==> config.mk <==
export PLATFORM = sky130hd
export DESIGN_NAME = bll_ram
export DESIGN_NICKNAME = d
export VERILOG_FILES = /design/src/rtl/core/bll_ram.sv
export SDC_FILE = /design/constraint.sdc
export NUM_CORES = 1
export LEC_CHECK = 0
export ABC_AREA = 1
export BUFFER_PORTS_ARGS = -buffer_cell sky130_fd_sc_hd__buf_2
export CORE_MARGIN = 2
export CORE_UTILIZATION = 40
export DETAILED_ROUTE_END_ITERATION = 8
export SLEW_MARGIN = 20
export SYNTH_ARGS = -nofsm -noshare
export SYNTH_HDL_FRONTEND = slang
export SYNTH_SLANG_ARGS = --single-unit
==> constraint.sdc <==
create_clock -name clk -period 2.45 [get_ports clk]
set_input_delay 0.245 -clock clk [delete_from_list [all_inputs] [get_ports clk]]
set_output_delay 0.245 -clock clk [all_outputs]
set_load 0.01 [all_outputs]
==> src/rtl/core/bll_ram.sv <==
// Generic single-write, single-read RAM with registered read data.
module bll_ram #(
    parameter int unsigned WIDTH = 8,
    parameter int unsigned DEPTH = 32
) (
    input  logic                     clk,
    input  logic                     we,
    input  logic [$clog2(DEPTH)-1:0] waddr,
    input  logic [WIDTH-1:0]         wdata,
    input  logic                     re,
    input  logic [$clog2(DEPTH)-1:0] raddr,
    output logic [WIDTH-1:0]         rdata
);

    logic [WIDTH-1:0] mem [DEPTH];
    logic [WIDTH-1:0] rdata_reg;

    always_ff @(posedge clk)
    begin
        if (we)
        begin
            mem[waddr] <= wdata;
        end
        if (re)
        begin
            rdata_reg <= mem[raddr];
        end
    end

    assign rdata = rdata_reg;

endmodule

* Word level (Yosys, flattened, before mapping)
Memories as Yosys holds them, arrays and structs flattened. A register that Yosys moved wholly into a read port is not among the register bits.
Index checks and enable logic that the tools add are counted.
** Storage, ports and cells
- Register bits after elaboration :: 0
- RAM bits :: 256
- Input bits :: 21
- Output and inout bits :: 8
- Logic and storage cells :: 3
- Memories :: 1
** Memory list
- mem :: depth 32, width 8, read ports 1, clocked after Yosys merged registers in 1, wr ports 1, line 15 : logic [WIDTH-1:0] mem [DEPTH];
** Cells by class
- Mux-type cells :: 2
** Operators by type and width (number)
- $mux W1 :: 2

* Longest topological paths before layout
- Depth after elaboration :: 2
- Depth in mapped cells :: 11
- Gate-level depth less buffers :: 9

* Worst setup path after synthesis
OpenSTA, ideal clock, no wires.
- Path kind :: in2reg
- Start :: input waddr[0]
- End :: memory mem[0][0], enable pin
- Library setup time :: 0.370 ns
- Arrival :: 0.909 ns
- Setup slack :: 1.171 ns
- Cell stages on the path :: 3
- Cell sequence :: inv_1 -> nand3_1 -> nor2_1
** RTL lines
- from (decl) :: line 8 : input logic [$clog2(DEPTH)-1:0] waddr,
- to (decl) :: line 15
Straight into the memory's write port.

* Final worst setup path
- Start :: input waddr[1]
- End :: memory mem[5][7], enable pin
Straight into the memory's write port.

==> flow_summary.yaml <==
finish:
  nets: 980
  final_util: 0.454
  drive_above_1_share: 0.100
  num_antenna_cells: 0
  fillers: 2409
  stdcell_count: 1321
  area_delta_synth_final_pct: 11.9
  largest_reg_flops: 256
clock_network:
  cts_max_level: 1
  cts.sinks: 264
  cts_buffers: 27
  ctsResizeCount: 0
  clockBufferDepth: 3
  clock_latency_ps: 540
  cts_setup_buffers: 0
  ctsHoldBuffers: 0
  cts-root-buf: "clkbuf_16"
  tritoncts: "done"
  clk_pin_slew_worst_paths_ps: 60
critical_path:
  crit_arrival_ps: 1580
  start_kind: "primary input"
  critPathMaxFanout: 8
  crit_required_ps: 2610
  reg2reg_depth: 8
  reg2reg_slack_ps: 1120
  setup.worst_path.class: "primary input to register"
  end_kind: "register"
  crit_start: "waddr[1]"
  worstReg2RegStart: "mem[13][5]"
status:
  status: "complete, no violations"
grt:
  grt_pass1_wl_um: 41000
  grt.total_usage: 0.190
  use_met3: 0.0302
  grtUsageMet2: 0.305
  overflow: 0
  top_usage_layer: "met2"
  grt_pass1_vias: 6865
  grt_start_max_net_pins: 129
  use_met1: 0.273
  antenna_found_initial: 0
synth:
  ys.flop_type: "edfxtp_1"
  ys_ff_latch: 264
  synthTopCellsByCount: "nand2_1 (360), edfxtp_1 (264), nand3_1 (204)"
  syn_avg_cell_area_um2: 11.8
  yosysUniqueCellTypes: 11
  syn_nets: 943
  synthTopCellsByArea: "edfxtp_1 (73%), nand2_1 (12%), nand3_1 (9.4%)"
  async_flop_share: 0
  synth_top_cell_by_area: "edfxtp_1"
  netlist_area_mm2: 0.0109
  synth_most_common_cell: "nand2_1"
  synth-edff-count: 264
  yosysSeqAreaShare: 0.730
  synthCells: 922
  synth_top_area_share: 0.730
  yosys_warnings: 0
timing:
  fin_setup_tns_ps: 0
  rsz0062_at_grt: "no"
  slew_viol_final: 0
  tightest_slew_ps: 807
  slew_headroom: 0.462
  skew_ps: 7.11
  clock.fmax_ghz: 0.707
  hold_viol_final: 0
  fin_crit_ps: 1410
  fin_ws_ps: 1040
  finalCritPeriodShare: 0.577
  setup_viol: 0
min_path:
  hp-class: "primary input to register"
  holdPathStages: 1
  min-delay-start: "re"
die:
  core_area_mm2: 0.0268
  rows: 60
  die_h_um: 169
  io_pins: 29
  die_x_um: 169
  dieArea_mm2: 0.0285
  initial_utilization: 0.405
placed_design:
  place_congestion: 0.796
  placedCellCount: 1271
  port-buffer-count: 28
  dpl.hpwl_um: 15300
  dp_slack_ps: 486
power:
  vdd_drop_max_mv: 0.677
  powerDensity_mw_per_mm2: 791
  seq_power_share: 0.526
  switching_share: 0.218
  power.share.clock: 0.412
  switchingPower_mw: 2.10
  internal-power_mw: 7.52
  power_leakage_nw: 4.49
  comb_power_share: 0.062
detailed_routing:
  vias: 6962
  drt_first_iter_violations: 665
  first_pass_iters: 5
  routed_via_density: 5.27
  wire_per_inst_um: 20.2
  drc_errors: 0
  antenna_left: 0
  wl_um: 26700
job:
  drv_cap: 0
## layer usage
| metal | vias up | routed length, um | part of all wire |
|---|---|---|---|
| met5 | - | 0 | 0 |
| met4 | 0 | 478 | 0.018 |
| met3 | 46 | 1910 | 0.072 |
| met2 | 271 | 12500 | 0.47 |
| met1 | 3363 | 11800 | 0.44 |
| li1 | 3282 | - | - |
## worst max-delay path, stage by stage
cell	delay, ps
buf_2	110
inv_1	60
nand3_1	400
nor2_1	760
## logic make-up (layout without fill, tap and decap cells)
| group | after synthesis | count (layout) | synth area share |
|---|---|---|---|
| simple gates | 596 | 596 | 0.229 |
| buf+inv | 62 | 120 | 0.0411 |
| flops | 264 | 264 | 0.730 |
## metrics by stage
stage / area, um^2 / hold slack, ps / power [mW]
after floorplan: 10900 / 344 / 5.52
after global placement: 11300 / 623 / 5.76
after detailed placement: 11300 / 621 / 5.76
after CTS: 12200 / 57.1 / 9.70
after global routing: 12200 / 61.0 / 9.93
final: 12200 / 79.2 / 9.62
## power by group through the flow
stage | Clock [mW] | Combinational [mW] | Sequential, mW
global route | 4.20 | 0.665 | 5.06
global placement | 0 | 0.600 | 5.16
finish | 3.96 | 0.600 | 5.06
CTS | 4.03 | 0.603 | 5.06
floorplan | 0 | 0.362 | 5.15
detailed placement | 0 | 0.601 | 5.16
## area by class of cell
type	count	area, um^2	share of cell area
tap	341	427	0.0351
timing repair buffer	60	420	0.0346
clock inverter	17	153	0.0126
multi-input combinational	596	2490	0.205
inverter	10	38.8	0.00319
sequential	264	7930	0.652
clock buffer	33	698	0.0574
## layout by cell type, fill, tap and decap left out
cell,netlist,final
nand2_1,360,360
edfxtp_1,264,264
nand3_1,204,204
nor2_1,32,32
buf_4,4,30
clkbuf_16,0,27
buf_2,15,27
clkinv_1,0,9
inv_1,8,7
clkbuf_1,7,6
clkinv_2,0,5
bufinv_16,0,3
buf_12,0,3
inv_2,2,2
inv_6,0,1
## path summary, 6_finish.rpt
check,endpoint
max reg2reg,rdata[5]
min reg2reg,rdata[6]
min,rdata[3]
max,mem[5][7]
Note: power is estimated with default switching activity, not from simulation.
