## src/rtl/core/bll_pkg.sv

```systemverilog
// Shared types and constants for the brick locator.
package bll_pkg;

    localparam int unsigned VOL_W   = 16;
    localparam int unsigned BRICK_W = 13;
    localparam int unsigned OVL_W   = 8;
    localparam int unsigned CNT_W   = 16;
    localparam int unsigned IDX_W   = 49;
    localparam int unsigned CFG_IW  = 3;

    localparam logic [CFG_IW-1:0] REG_VOLUME_WIDTH  = 3'd0;
    localparam logic [CFG_IW-1:0] REG_VOLUME_HEIGHT = 3'd1;
    localparam logic [CFG_IW-1:0] REG_VOLUME_DEPTH  = 3'd2;
    localparam logic [CFG_IW-1:0] REG_BRICK_WIDTH   = 3'd3;
    localparam logic [CFG_IW-1:0] REG_BRICK_HEIGHT  = 3'd4;
    localparam logic [CFG_IW-1:0] REG_BRICK_DEPTH   = 3'd5;
    localparam logic [CFG_IW-1:0] REG_OVERLAP       = 3'd6;

    typedef enum logic [3:0] {
        ST_IDLE,
        ST_B_INIT,
        ST_B_DIV_GO,
        ST_B_DIV_WAIT,
        ST_B_MUL1,
        ST_B_MUL2,
        ST_B_WRITE,
        ST_Q_READ,
        ST_Q_CHECK,
        ST_Q_MUL2,
        ST_Q_SUM
    } state_t;

    // One level of the table: remainder and count per axis, count_x*count_y,
    // and the first linear brick index of the level.
    typedef struct packed {
        logic [2:0][BRICK_W-1:0] rem;
        logic [2:0][CNT_W-1:0]   cnt;
        logic [31:0]             cxcy;
        logic [IDX_W-1:0]        first;
    } entry_t;

    typedef enum logic [1:0] {
        MUL_CNT_XY,
        MUL_VOLUME,
        MUL_Q_Y,
        MUL_Q_Z
    } mul_sel_t;

endpackage

```

## src/rtl/core/bll_div.sv

```systemverilog
// Restoring divider, one quotient bit per cycle: brick count and remainder.
module bll_div (
    input  logic                         clk,
    input  logic                         rst_n,
    input  logic                         start,
    input  logic [bll_pkg::VOL_W-1:0]    dividend,
    input  logic [bll_pkg::BRICK_W-1:0]  divisor,
    output logic                         done,
    output logic [bll_pkg::VOL_W-1:0]    quot,
    output logic [bll_pkg::BRICK_W-1:0]  rem
);

    import bll_pkg::*;

    logic [VOL_W-1:0]   quo_reg;
    logic [BRICK_W-1:0] rem_reg;
    logic [3:0]         step_reg;
    logic               busy_reg;
    logic               done_reg;
    logic [BRICK_W:0]   trial;
    logic               fits;

    always_comb
    begin
        trial = {rem_reg, quo_reg[VOL_W-1]};
        fits  = trial >= {1'b0, divisor};
    end

    always_ff @(posedge clk or negedge rst_n)
    begin
        if (!rst_n)
        begin
            busy_reg <= 1'b0;
            done_reg <= 1'b0;
            step_reg <= '0;
        end
        else if (start)
        begin
            busy_reg <= 1'b1;
            done_reg <= 1'b0;
            step_reg <= '0;
        end
        else if (busy_reg)
        begin
            step_reg <= step_reg + 4'd1;
            if (step_reg == 4'd15)
            begin
                busy_reg <= 1'b0;
                done_reg <= 1'b1;
            end
        end
        else
        begin
            done_reg <= 1'b0;
        end
    end

    always_ff @(posedge clk)
    begin
        if (start)
        begin
            quo_reg <= dividend;
            rem_reg <= '0;
        end
        else if (busy_reg)
        begin
            // shift in next dividend bit, subtract when it fits
            if (fits)
            begin
                rem_reg <= BRICK_W'(trial - {1'b0, divisor});
            end
            else
            begin
                rem_reg <= trial[BRICK_W-1:0];
            end
            quo_reg <= {quo_reg[VOL_W-2:0], fits};
        end
    end

    assign done = done_reg;
    assign quot = quo_reg;
    assign rem  = rem_reg;

endmodule

```

## config.mk

```make
export PLATFORM = sky130hd
export DESIGN_NAME = bll_div
export DESIGN_NICKNAME = d
export VERILOG_FILES = /design/src/rtl/core/bll_pkg.sv /design/src/rtl/core/bll_div.sv
export SDC_FILE = /design/constraint.sdc
export NUM_CORES = 1
export LEC_CHECK = 0
export BUFFER_PORTS_ARGS = -buffer_cell sky130_fd_sc_hd__buf_2
export CAP_MARGIN = 15
export CORE_ASPECT_RATIO = 0.8
export CORE_MARGIN = 2
export CORE_UTILIZATION = 56
export DETAILED_ROUTE_END_ITERATION = 6
export GPL_TIMING_DRIVEN = 0
export HOLD_SLACK_MARGIN = 0.1
export PLACE_DENSITY_LB_ADDON = 0.15
export SETUP_SLACK_MARGIN = 0.05
export SLEW_MARGIN = 30
export SYNTH_ARGS = -nofsm -noshare
export SYNTH_HDL_FRONTEND = slang
export SYNTH_SLANG_ARGS = --single-unit
```

## constraint.sdc

```tcl
create_clock -name clk -period 6.09 [get_ports clk]
set_input_delay 0.609 -clock clk [delete_from_list [all_inputs] [get_ports clk]]
set_output_delay 0.609 -clock clk [all_outputs]
set_load 0.005 [all_outputs]
```

==> After elaboration in Yosys (flattened, before gate mapping) <==
Index checks and enable logic that the tools add are counted.
{ "totals": {"reg_bits": 35, "inputBits": 32, "output_inout_bits": 30, "word_cells": 22} }
{ "classes": {"addsub": 2, "order_cmp": 1, "eq_ne": 2, "mux": 11, "reduce_logical": 1} }
{ "ops": {"columns": ["cell", "count"], "rows": [
  ["$mux 16", 2],
  ["$ge 14x13->1", 1],
  ["$mux 13", 1],
  ["$sub 13x13->13", 1],
  ["$mux 4", 2],
  ["$mux 1", 6],
  ["$add 4x1->4 const B", 1],
  ["$eq 4x4->1 const B", 1],
  ["$ne 3x2->1 const B", 1],
  ["$reduce_bool 2->1", 1]
]} }

==> Logic depth before layout (Yosys ltp) <==
Gate-level depths: netlist (run 1).
{ "logic_depth": {"word_depth": 4, "ltp_mapped": 10, "mapped_depth_nobuf": 9} }

==> Worst setup path after synthesis (run 1) <==
OpenSTA, ideal clock, no wires.
{ "synth_path": {"path_type": "input port to flip-flop", "start": "input port divisor[0] in the netlist's numbering", "end": "register rem_reg[10], in the netlist rem[10]", "setup_time_ps": 88, "arrival_ps": 2501, "required_time_ps": 6002, "slack_ps": 3501, "stages": 8, "path_buffers": 0, "path_cell_list": "ha_1 > fa_1 > nor2b_1 > o21ai_1 > nand3_1 > a31oi_4 > or4_1 > a311oi_2"} }
{ "synth_via": {"elab_chain_cells": 2, "word_cells_on_any_way": 3, "cone_classes": "add/sub (1); order compare (1); mux (1)"} }
{ "synth_lines": {"columns": ["item", "line_no", "text"], "rows": [
  ["start, declared", "bll_div.sv:7", "input logic [bll_pkg::BRICK_W-1:0] divisor,"],
  ["$sub 13x13->13 or $ge 14x13->1 (tied branches)", "bll_div.sv:70, bll_div.sv:26", null],
  ["$mux 13 (*)", "bll_div.sv:68", "if (fits)"],
  ["end signal, assigned", "bll_div.sv:70", "rem_reg <= BRICK_W'(trial - {1'b0, divisor});"],
  ["end signal, assigned", "bll_div.sv:74", "rem_reg <= trial[BRICK_W-1:0];"],
  ["end, declared", "bll_div.sv:16", "logic [BRICK_W-1:0] rem_reg;"]
]} }
Every way passes the cells marked *; elsewhere a longest branch is shown, timed or not.
A chain may end at the register's enable or synchronous reset.

==> Worst setup path in the final report (run 1) <==
{ "layout_path": {"start": "register quo_reg[15], in the netlist quot[15]", "end": "register rem_reg[10], in the netlist rem[10]"} }
{ "layout_via": {"elab_chain_cells": 2, "word_cells_on_any_way": 3, "cone_classes": "add/sub (1); order compare (1); mux (1)"} }
{ "layout_lines": {"columns": ["item", "line_no", "text"], "rows": [
  ["start, declared", "bll_div.sv:15", "logic [VOL_W-1:0] quo_reg;"],
  ["start signal, assigned", "bll_div.sv:62", "quo_reg <= dividend;"],
  ["start signal, assigned", "bll_div.sv:76", "quo_reg <= {quo_reg[VOL_W-2:0], fits};"],
  ["$sub 13x13->13 or $ge 14x13->1 (tied branches)", "bll_div.sv:70, bll_div.sv:26", null],
  ["$mux 13 (*)", "bll_div.sv:68", null]
]} }
Marked as above.

==> results.sh, run 1 <==
export IMPL_status="complete, no violations"
export IMPL_via_per_inst=5.50
export IMPL_drt_wl_total_mm=4.96
export IMPL_slew_headroom_pct=59.7
export IMPL_hpwl_mm=3.78
export IMPL_largest_reg_flops=16
export IMPL_hp_class="in -> async"
export IMPL_clkSlewWorstSetupHoldPaths_ns=0.07
export IMPL_io_buffers=60
export IMPL_synth_edff_count=16
export IMPL_synth_distinct_cells=46
export IMPL_grt_max_degree=17
export IMPL_r2r_end="rem[10]"
export IMPL_yosys_warnings=0
export IMPL_io_pins=62
export IMPL_ys_flop_type="edfxtp_1"
export IMPL_rr_startpoint="quot[15]"
export IMPL_ant_nets=0
export IMPL_cp_start_kind="flip-flop"
export IMPL_ctsResizeCount=0
export IMPL_synth_avg_cell_area_sq_um=10.2
export IMPL_synth_net_count=266
export IMPL_cts_setup_buffers=0
export IMPL_cp_end_kind="flip-flop"
export IMPL_critPathKind="reg -> reg"
export IMPL_syn_area_sq_um=2230
export IMPL_die_width_microns=74.6
export IMPL_gp_congestion=0.849
export IMPL_drive_gt1_share_pct=32.1
export IMPL_antenna_found_initial=0
export IMPL_tightest_slew_ns=0.604
export IMPL_nets=333
export IMPL_cts_tree="done"
export IMPL_globalRouteTotalUtil_pct=23.3
export IMPL_p_leak_nw=1.31
export IMPL_async_reset_ff_share_pct=17.1
export IMPL_ctsHoldBuffers=0
export IMPL_fin_util_pct=70.5
export IMPL_finalClockSkew_ns=0.00555
export IMPL_dieHeight_microns=60.5
export IMPL_drcViolationCount=0
export IMPL_drt_iter0_drc=105
export IMPL_seq_area_frac_synth_pct=39.9
export IMPL_area_delta_synth_final_pct=20.2
export IMPL_grt_overflow=0
export IMPL_power_density_nw_per_um2=413
export IMPL_clockRootBuffer="clkbuf_8"
export IMPL_synth_top_cell_area_share_pct=21.5
export IMPL_insertion_delay_ns=0.29
export IMPL_synth_cells=219
export IMPL_cap_violations=0
export IMPL_finalSetupViolations=0
export IMPL_final_cell_mix="buf_2 (61), nor2_1 (19), inv_1 (18)"
export IMPL_fmax_mhz=376
export IMPL_coreArea_sq_um=3800
export IMPL_clk_path_buf_depth=2
export IMPL_num_vias=1880
export IMPL_n_antenna_cell=0
export IMPL_r2r_cells=9
export IMPL_final_hold_viol_count=0
export IMPL_die_area_sq_um=4510
export IMPL_peakVddDrop_uv=262
export IMPL_period_share_pct=43.7
export IMPL_slew_viol_final=0
export IMPL_cp_required_ns=6.30
export IMPL_cp_max_fo=10
export IMPL_fp_row_count=20
export IMPL_fillCellCount=326
export IMPL_synth_area_leader_cell="edfxtp_1"
export IMPL_arrival_ns=2.87
export IMPL_h_tree_depth=2
export IMPL_final_setup_tns_ns=0
export IMPL_wl_per_cell_microns=14.5
export IMPL_rrSetupSlack_ns=3.43
export IMPL_ys_top_cells_by_area="edfxtp_1 (22%), dfxtp_1 (12%), ha_1 (7.8%)"
export IMPL_start_util_pct=58.7
export IMPL_rsz0062_at_grt="false"
export IMPL_fin_crit_ns=2.66
export IMPL_cts_buffers=5
export IMPL_dr_pass1_iters=4
export IMPL_synth_seq_cells=35
export IMPL_mostFrequentLayoutCell="buf_2"
export IMPL_grt_pass1_wl_mm=7.65
export IMPL_grt_pass1_vias=1653
export IMPL_cts_sinks=35
## through the flow
stage / cells / total power [mW] / cell area, sq um / hold WS [ns] / setup slack, ns
after floorplan: 219 / 0.783 / 2230 / 0.313 / 3.50
after global placement: 334 / 0.928 / 2600 / 0.438 / 3.16
after detailed placement: 334 / 0.943 / 2600 / 0.438 / 3.15
after CTS: 342 / 1.11 / 2680 / 0.125 / 3.42
after global routing: 342 / 1.19 / 2680 / 0.134 / 3.27
final: 342 / 1.11 / 2680 / 0.123 / 3.43
## cells by family (layout without fill, tap and decap cells)
logic type | Yosys count | count (layout) | synth area share, %
AOI/OAI and AO/OA | 42 | 42 | 15.9
xor gates and xnor gates | 13 | 13 | 5.10
adders and majority gates | 15 | 15 | 8.74
buffers and inverters | 29 | 97 | 5.27
DFF | 35 | 35 | 39.9
muxes | 23 | 23 | 11.2
and+or+nand+nor | 62 | 62 | 14.0
## final cells by class
| type | instances | area, sq um | area share [%] |
|---|---|---|---|
| plain buffers | 11 | 50.0 | 1.87 |
| clock buffers | 6 | 72.6 | 2.71 |
| clock inverters | 2 | 8.76 | 0.326 |
| inverters | 18 | 67.6 | 2.52 |
| multi-input cells | 155 | 1220 | 45.6 |
| flip-flops and latches | 35 | 891 | 33.2 |
| well taps | 55 | 68.8 | 2.57 |
| repair buffers | 60 | 300 | 11.2 |
## worst max-delay path by stage
stage,startpoint,end,cells past startpoint
2_1_floorplan,divisor[0],rem[10],8
3_3_place_gp,divisor[0],rem[10],9
3_5_place_dp,divisor[0],rem[10],9
4_1_cts,quot[15],rem[10],9
5_1_grt,quot[15],rem[10],9
6_report,quot[15],rem[10],9
## synthesized netlist by cell type, drive strengths merged (2+ instances only)
master,instances
nor2,19
inv,18
edfxtp,16
mux2,15
ha,14
a21oi,13
dfxtp,13
nand2,13
clkbuf,8
mux2i,8
xor2,8
a211oi,7
dfrtp,6
nand3,6
xnor2,5
nand4,4
buf,3
nand2b,3
nand4b,3
nor2b,3
nor3,3
o21a,3
o221ai,3
or2,3
a211o,2
a21o,2
a311oi,2
nor3b,2
o21ai,2
o31ai,2
## routing by layer
metal	vias to the layer above	GRT usage, %	routed length [microns]
met5	-	0	0
met4	0	7.91	61
met3	7	5.15	289
met2	59	36.7	2310
met1	887	32.1	2290
li1	927	-	-
## critical path, cell delays in order, from the launching register on
cell and delay, ns:
edfxtp_1 0.40, inv_1 0.06, ha_1 0.21, fa_1 0.40, nor2b_1 0.18, o21ai_1 0.12, nand3_1 0.15, a31oi_4 0.21
or4_1 0.60, a311oi_2 0.24
## power by group
part,switching (mW),internal [mW],total (mW)
sequential,0.0541,0.309,0.363
clock,0.0853,0.0786,0.164
combinational,0.310,0.271,0.582
Power figures use the tool's default switching activity.
==> run 2, diff against run 1 <==
CORE_UTILIZATION = 47   (was 56)
clock period = 2.44 ns   (was 6.09 ns; I/O delays follow)
==> results.sh, run 2 (synthesized netlist as in run 1, its figures left out) <==
export IMPL_tightest_slew_ns=0.606
export IMPL_final_setup_tns_ns=0
export IMPL_cp_cell_sequence="ha_1 > a21o_1 > a21oi_1 > nand2_2 > a32o_1 > or4_4 > a311oi_2"
export IMPL_wl_per_cell_microns=14.4
export IMPL_finalClockSkew_ns=0.00788
export IMPL_finalSetupViolations=0
export IMPL_die_area_sq_um=5320
export IMPL_cp_end_kind="flip-flop"
export IMPL_cts_buffers=5
export IMPL_die_width_microns=81.1
export IMPL_cp_start_kind="flip-flop"
export IMPL_drt_wl_total_mm=5.10
export IMPL_cap_violations=0
export IMPL_nets=339
export IMPL_grt_pass1_vias=1672
export IMPL_r2r_cells=7
export IMPL_critical_path_top_delay_family="compound AO/OA/AOI/OAI gates"
export IMPL_grt_overflow=0
export IMPL_cp_max_fo=5
export IMPL_critPathKind="reg -> reg"
export IMPL_placed_cells=339
export IMPL_hpwl_mm=3.74
export IMPL_cp_required_ns=2.64
export IMPL_critPathSlowestCell="or4_4"
export IMPL_start_util_pct=48.8
export IMPL_fin_util_pct=61.3
export IMPL_stdcell_count=353
export IMPL_slew_viol_final=0
export IMPL_clkSlewWorstSetupHoldPaths_ns=0.07
export IMPL_clk_path_buf_depth=2
export IMPL_io_buffers=60
export IMPL_p_leak_nw=1.35
export IMPL_grt_max_degree=17
export IMPL_n_antenna_cell=0
export IMPL_fp_row_count=22
export IMPL_status="complete, no violations"
export IMPL_io_pins=62
export IMPL_postLayoutSetupSlackWorst_ns=0.0848
export IMPL_globalRouteTotalUtil_pct=20.2
export IMPL_power_density_nw_per_um2=1050
export IMPL_hp_class="in -> reg"
export IMPL_hold_path_depth=2
export IMPL_dieHeight_microns=65.6
export IMPL_area_delta_synth_final_pct=25.6
export IMPL_num_vias=1861
export IMPL_drive_gt1_share_pct=37.2
export IMPL_h_tree_depth=2
export IMPL_place_ws_ns=-0.202
export IMPL_fmax_mhz=425
export IMPL_critPathMaxStageDelay_ns=0.43
export IMPL_ant_nets=0
export IMPL_cts_sinks=35
export IMPL_arrival_ns=2.55
export IMPL_coreArea_sq_um=4570
export IMPL_slew_headroom_pct=59.6
export IMPL_fin_crit_ns=2.36
export IMPL_antenna_found_initial=0
export IMPL_peakVddDrop_uv=568
export IMPL_cts_tree="done"
export IMPL_crit_buf_inv=0
export IMPL_path_depth=7
export IMPL_drt_iter0_drc=109
export IMPL_via_per_inst=5.27
export IMPL_clockRootBuffer="clkbuf_8"
export IMPL_final_hold_viol_count=0
export IMPL_insertion_delay_ns=0.29
export IMPL_dr_pass1_iters=4
export IMPL_power_mw=2.94
export IMPL_gp_congestion=0.840
export IMPL_mostFrequentLayoutCell="buf_2"
export IMPL_final_cell_mix="buf_2 (61), nor2_1 (19), inv_1 (18)"
export IMPL_grt_pass1_wl_mm=8.05
export IMPL_rsz0062_at_grt="true"
export IMPL_drcViolationCount=0
export IMPL_largest_reg_flops=16
export IMPL_period_share_pct=96.5
## run 2: changes by cell type in the layout (fill, tap and decap cells not counted), sizes merged
cell and delta:
buf +5, dlygate4sd3 +1
## run 2: stage by stage
stage          hold slack, ns  area [sq um]
2_1_floorplan         -0.0516          2230
3_3_place_gp           0.0743          2610
3_5_place_dp           0.0755          2610
4_1_cts                 0.256          2760
5_1_grt                 0.246          2800
6_report                0.257          2800
## run 2: path summary, 6_finish.rpt
path                             start           to  slack (ns)
min in group asynchronous        rst_n     busy_reg        0.31
hold / removal             dividend[9]      quot[9]        0.26
max in group asynchronous        rst_n  step_reg[2]        1.99
hold reg to reg                   done         done        0.52
setup reg to reg                rem[3]      rem[10]        0.08
setup / recovery                rem[3]      rem[10]        0.08
## run 2: worst register-to-register path, stage by stage (launching register included)
cell and delay (ns):
dfxtp_1 0.34, ha_1 0.35, a21o_1 0.23, a21oi_1 0.30
nand2_2 0.16, a32o_1 0.24, or4_4 0.43, a311oi_2 0.23
## run 2: metal layers
| metal | track usage [%] | up-vias | part of all wire, % |
|---|---|---|---|
| li1 | - | 942 | - |
| met1 | 30.0 | 859 | 49 |
| met2 | 29.3 | 56 | 44 |
| met3 | 4.40 | 4 | 5.7 |
| met4 | 5.93 | 0 | 0.79 |
| met5 | 0 | - | 0 |
## run 2: layout make-up
class / instances / area [sq um]
well taps: 60 / 75.1
clock buffers: 6 / 72.6
inverters: 18 / 67.6
plain buffers: 11 / 50.0
clock inverters: 2 / 8.76
repair buffers: 66 / 360
fillers: 428 / 1770
multi-input cells: 155 / 1270
flip-flops and latches: 35 / 895
## run 2: power by group
| part | leakage (nW) | internal, mW | total (mW) | switching, mW |
|---|---|---|---|---|
| Combinational | 0.952 | 0.808 | 1.62 | 0.812 |
| Sequential | 0.354 | 0.777 | 0.918 | 0.141 |
| Clock | 0.0426 | 0.196 | 0.402 | 0.206 |
## run 2: what timing repair did
item,in CTS,in global routing
pin swaps,3,6
hold buffers,1,0
setup buffers,3,2
endpoints found under the hold margin,6,0
setup endpoints to repair,5,10
gates resized for setup,8,7
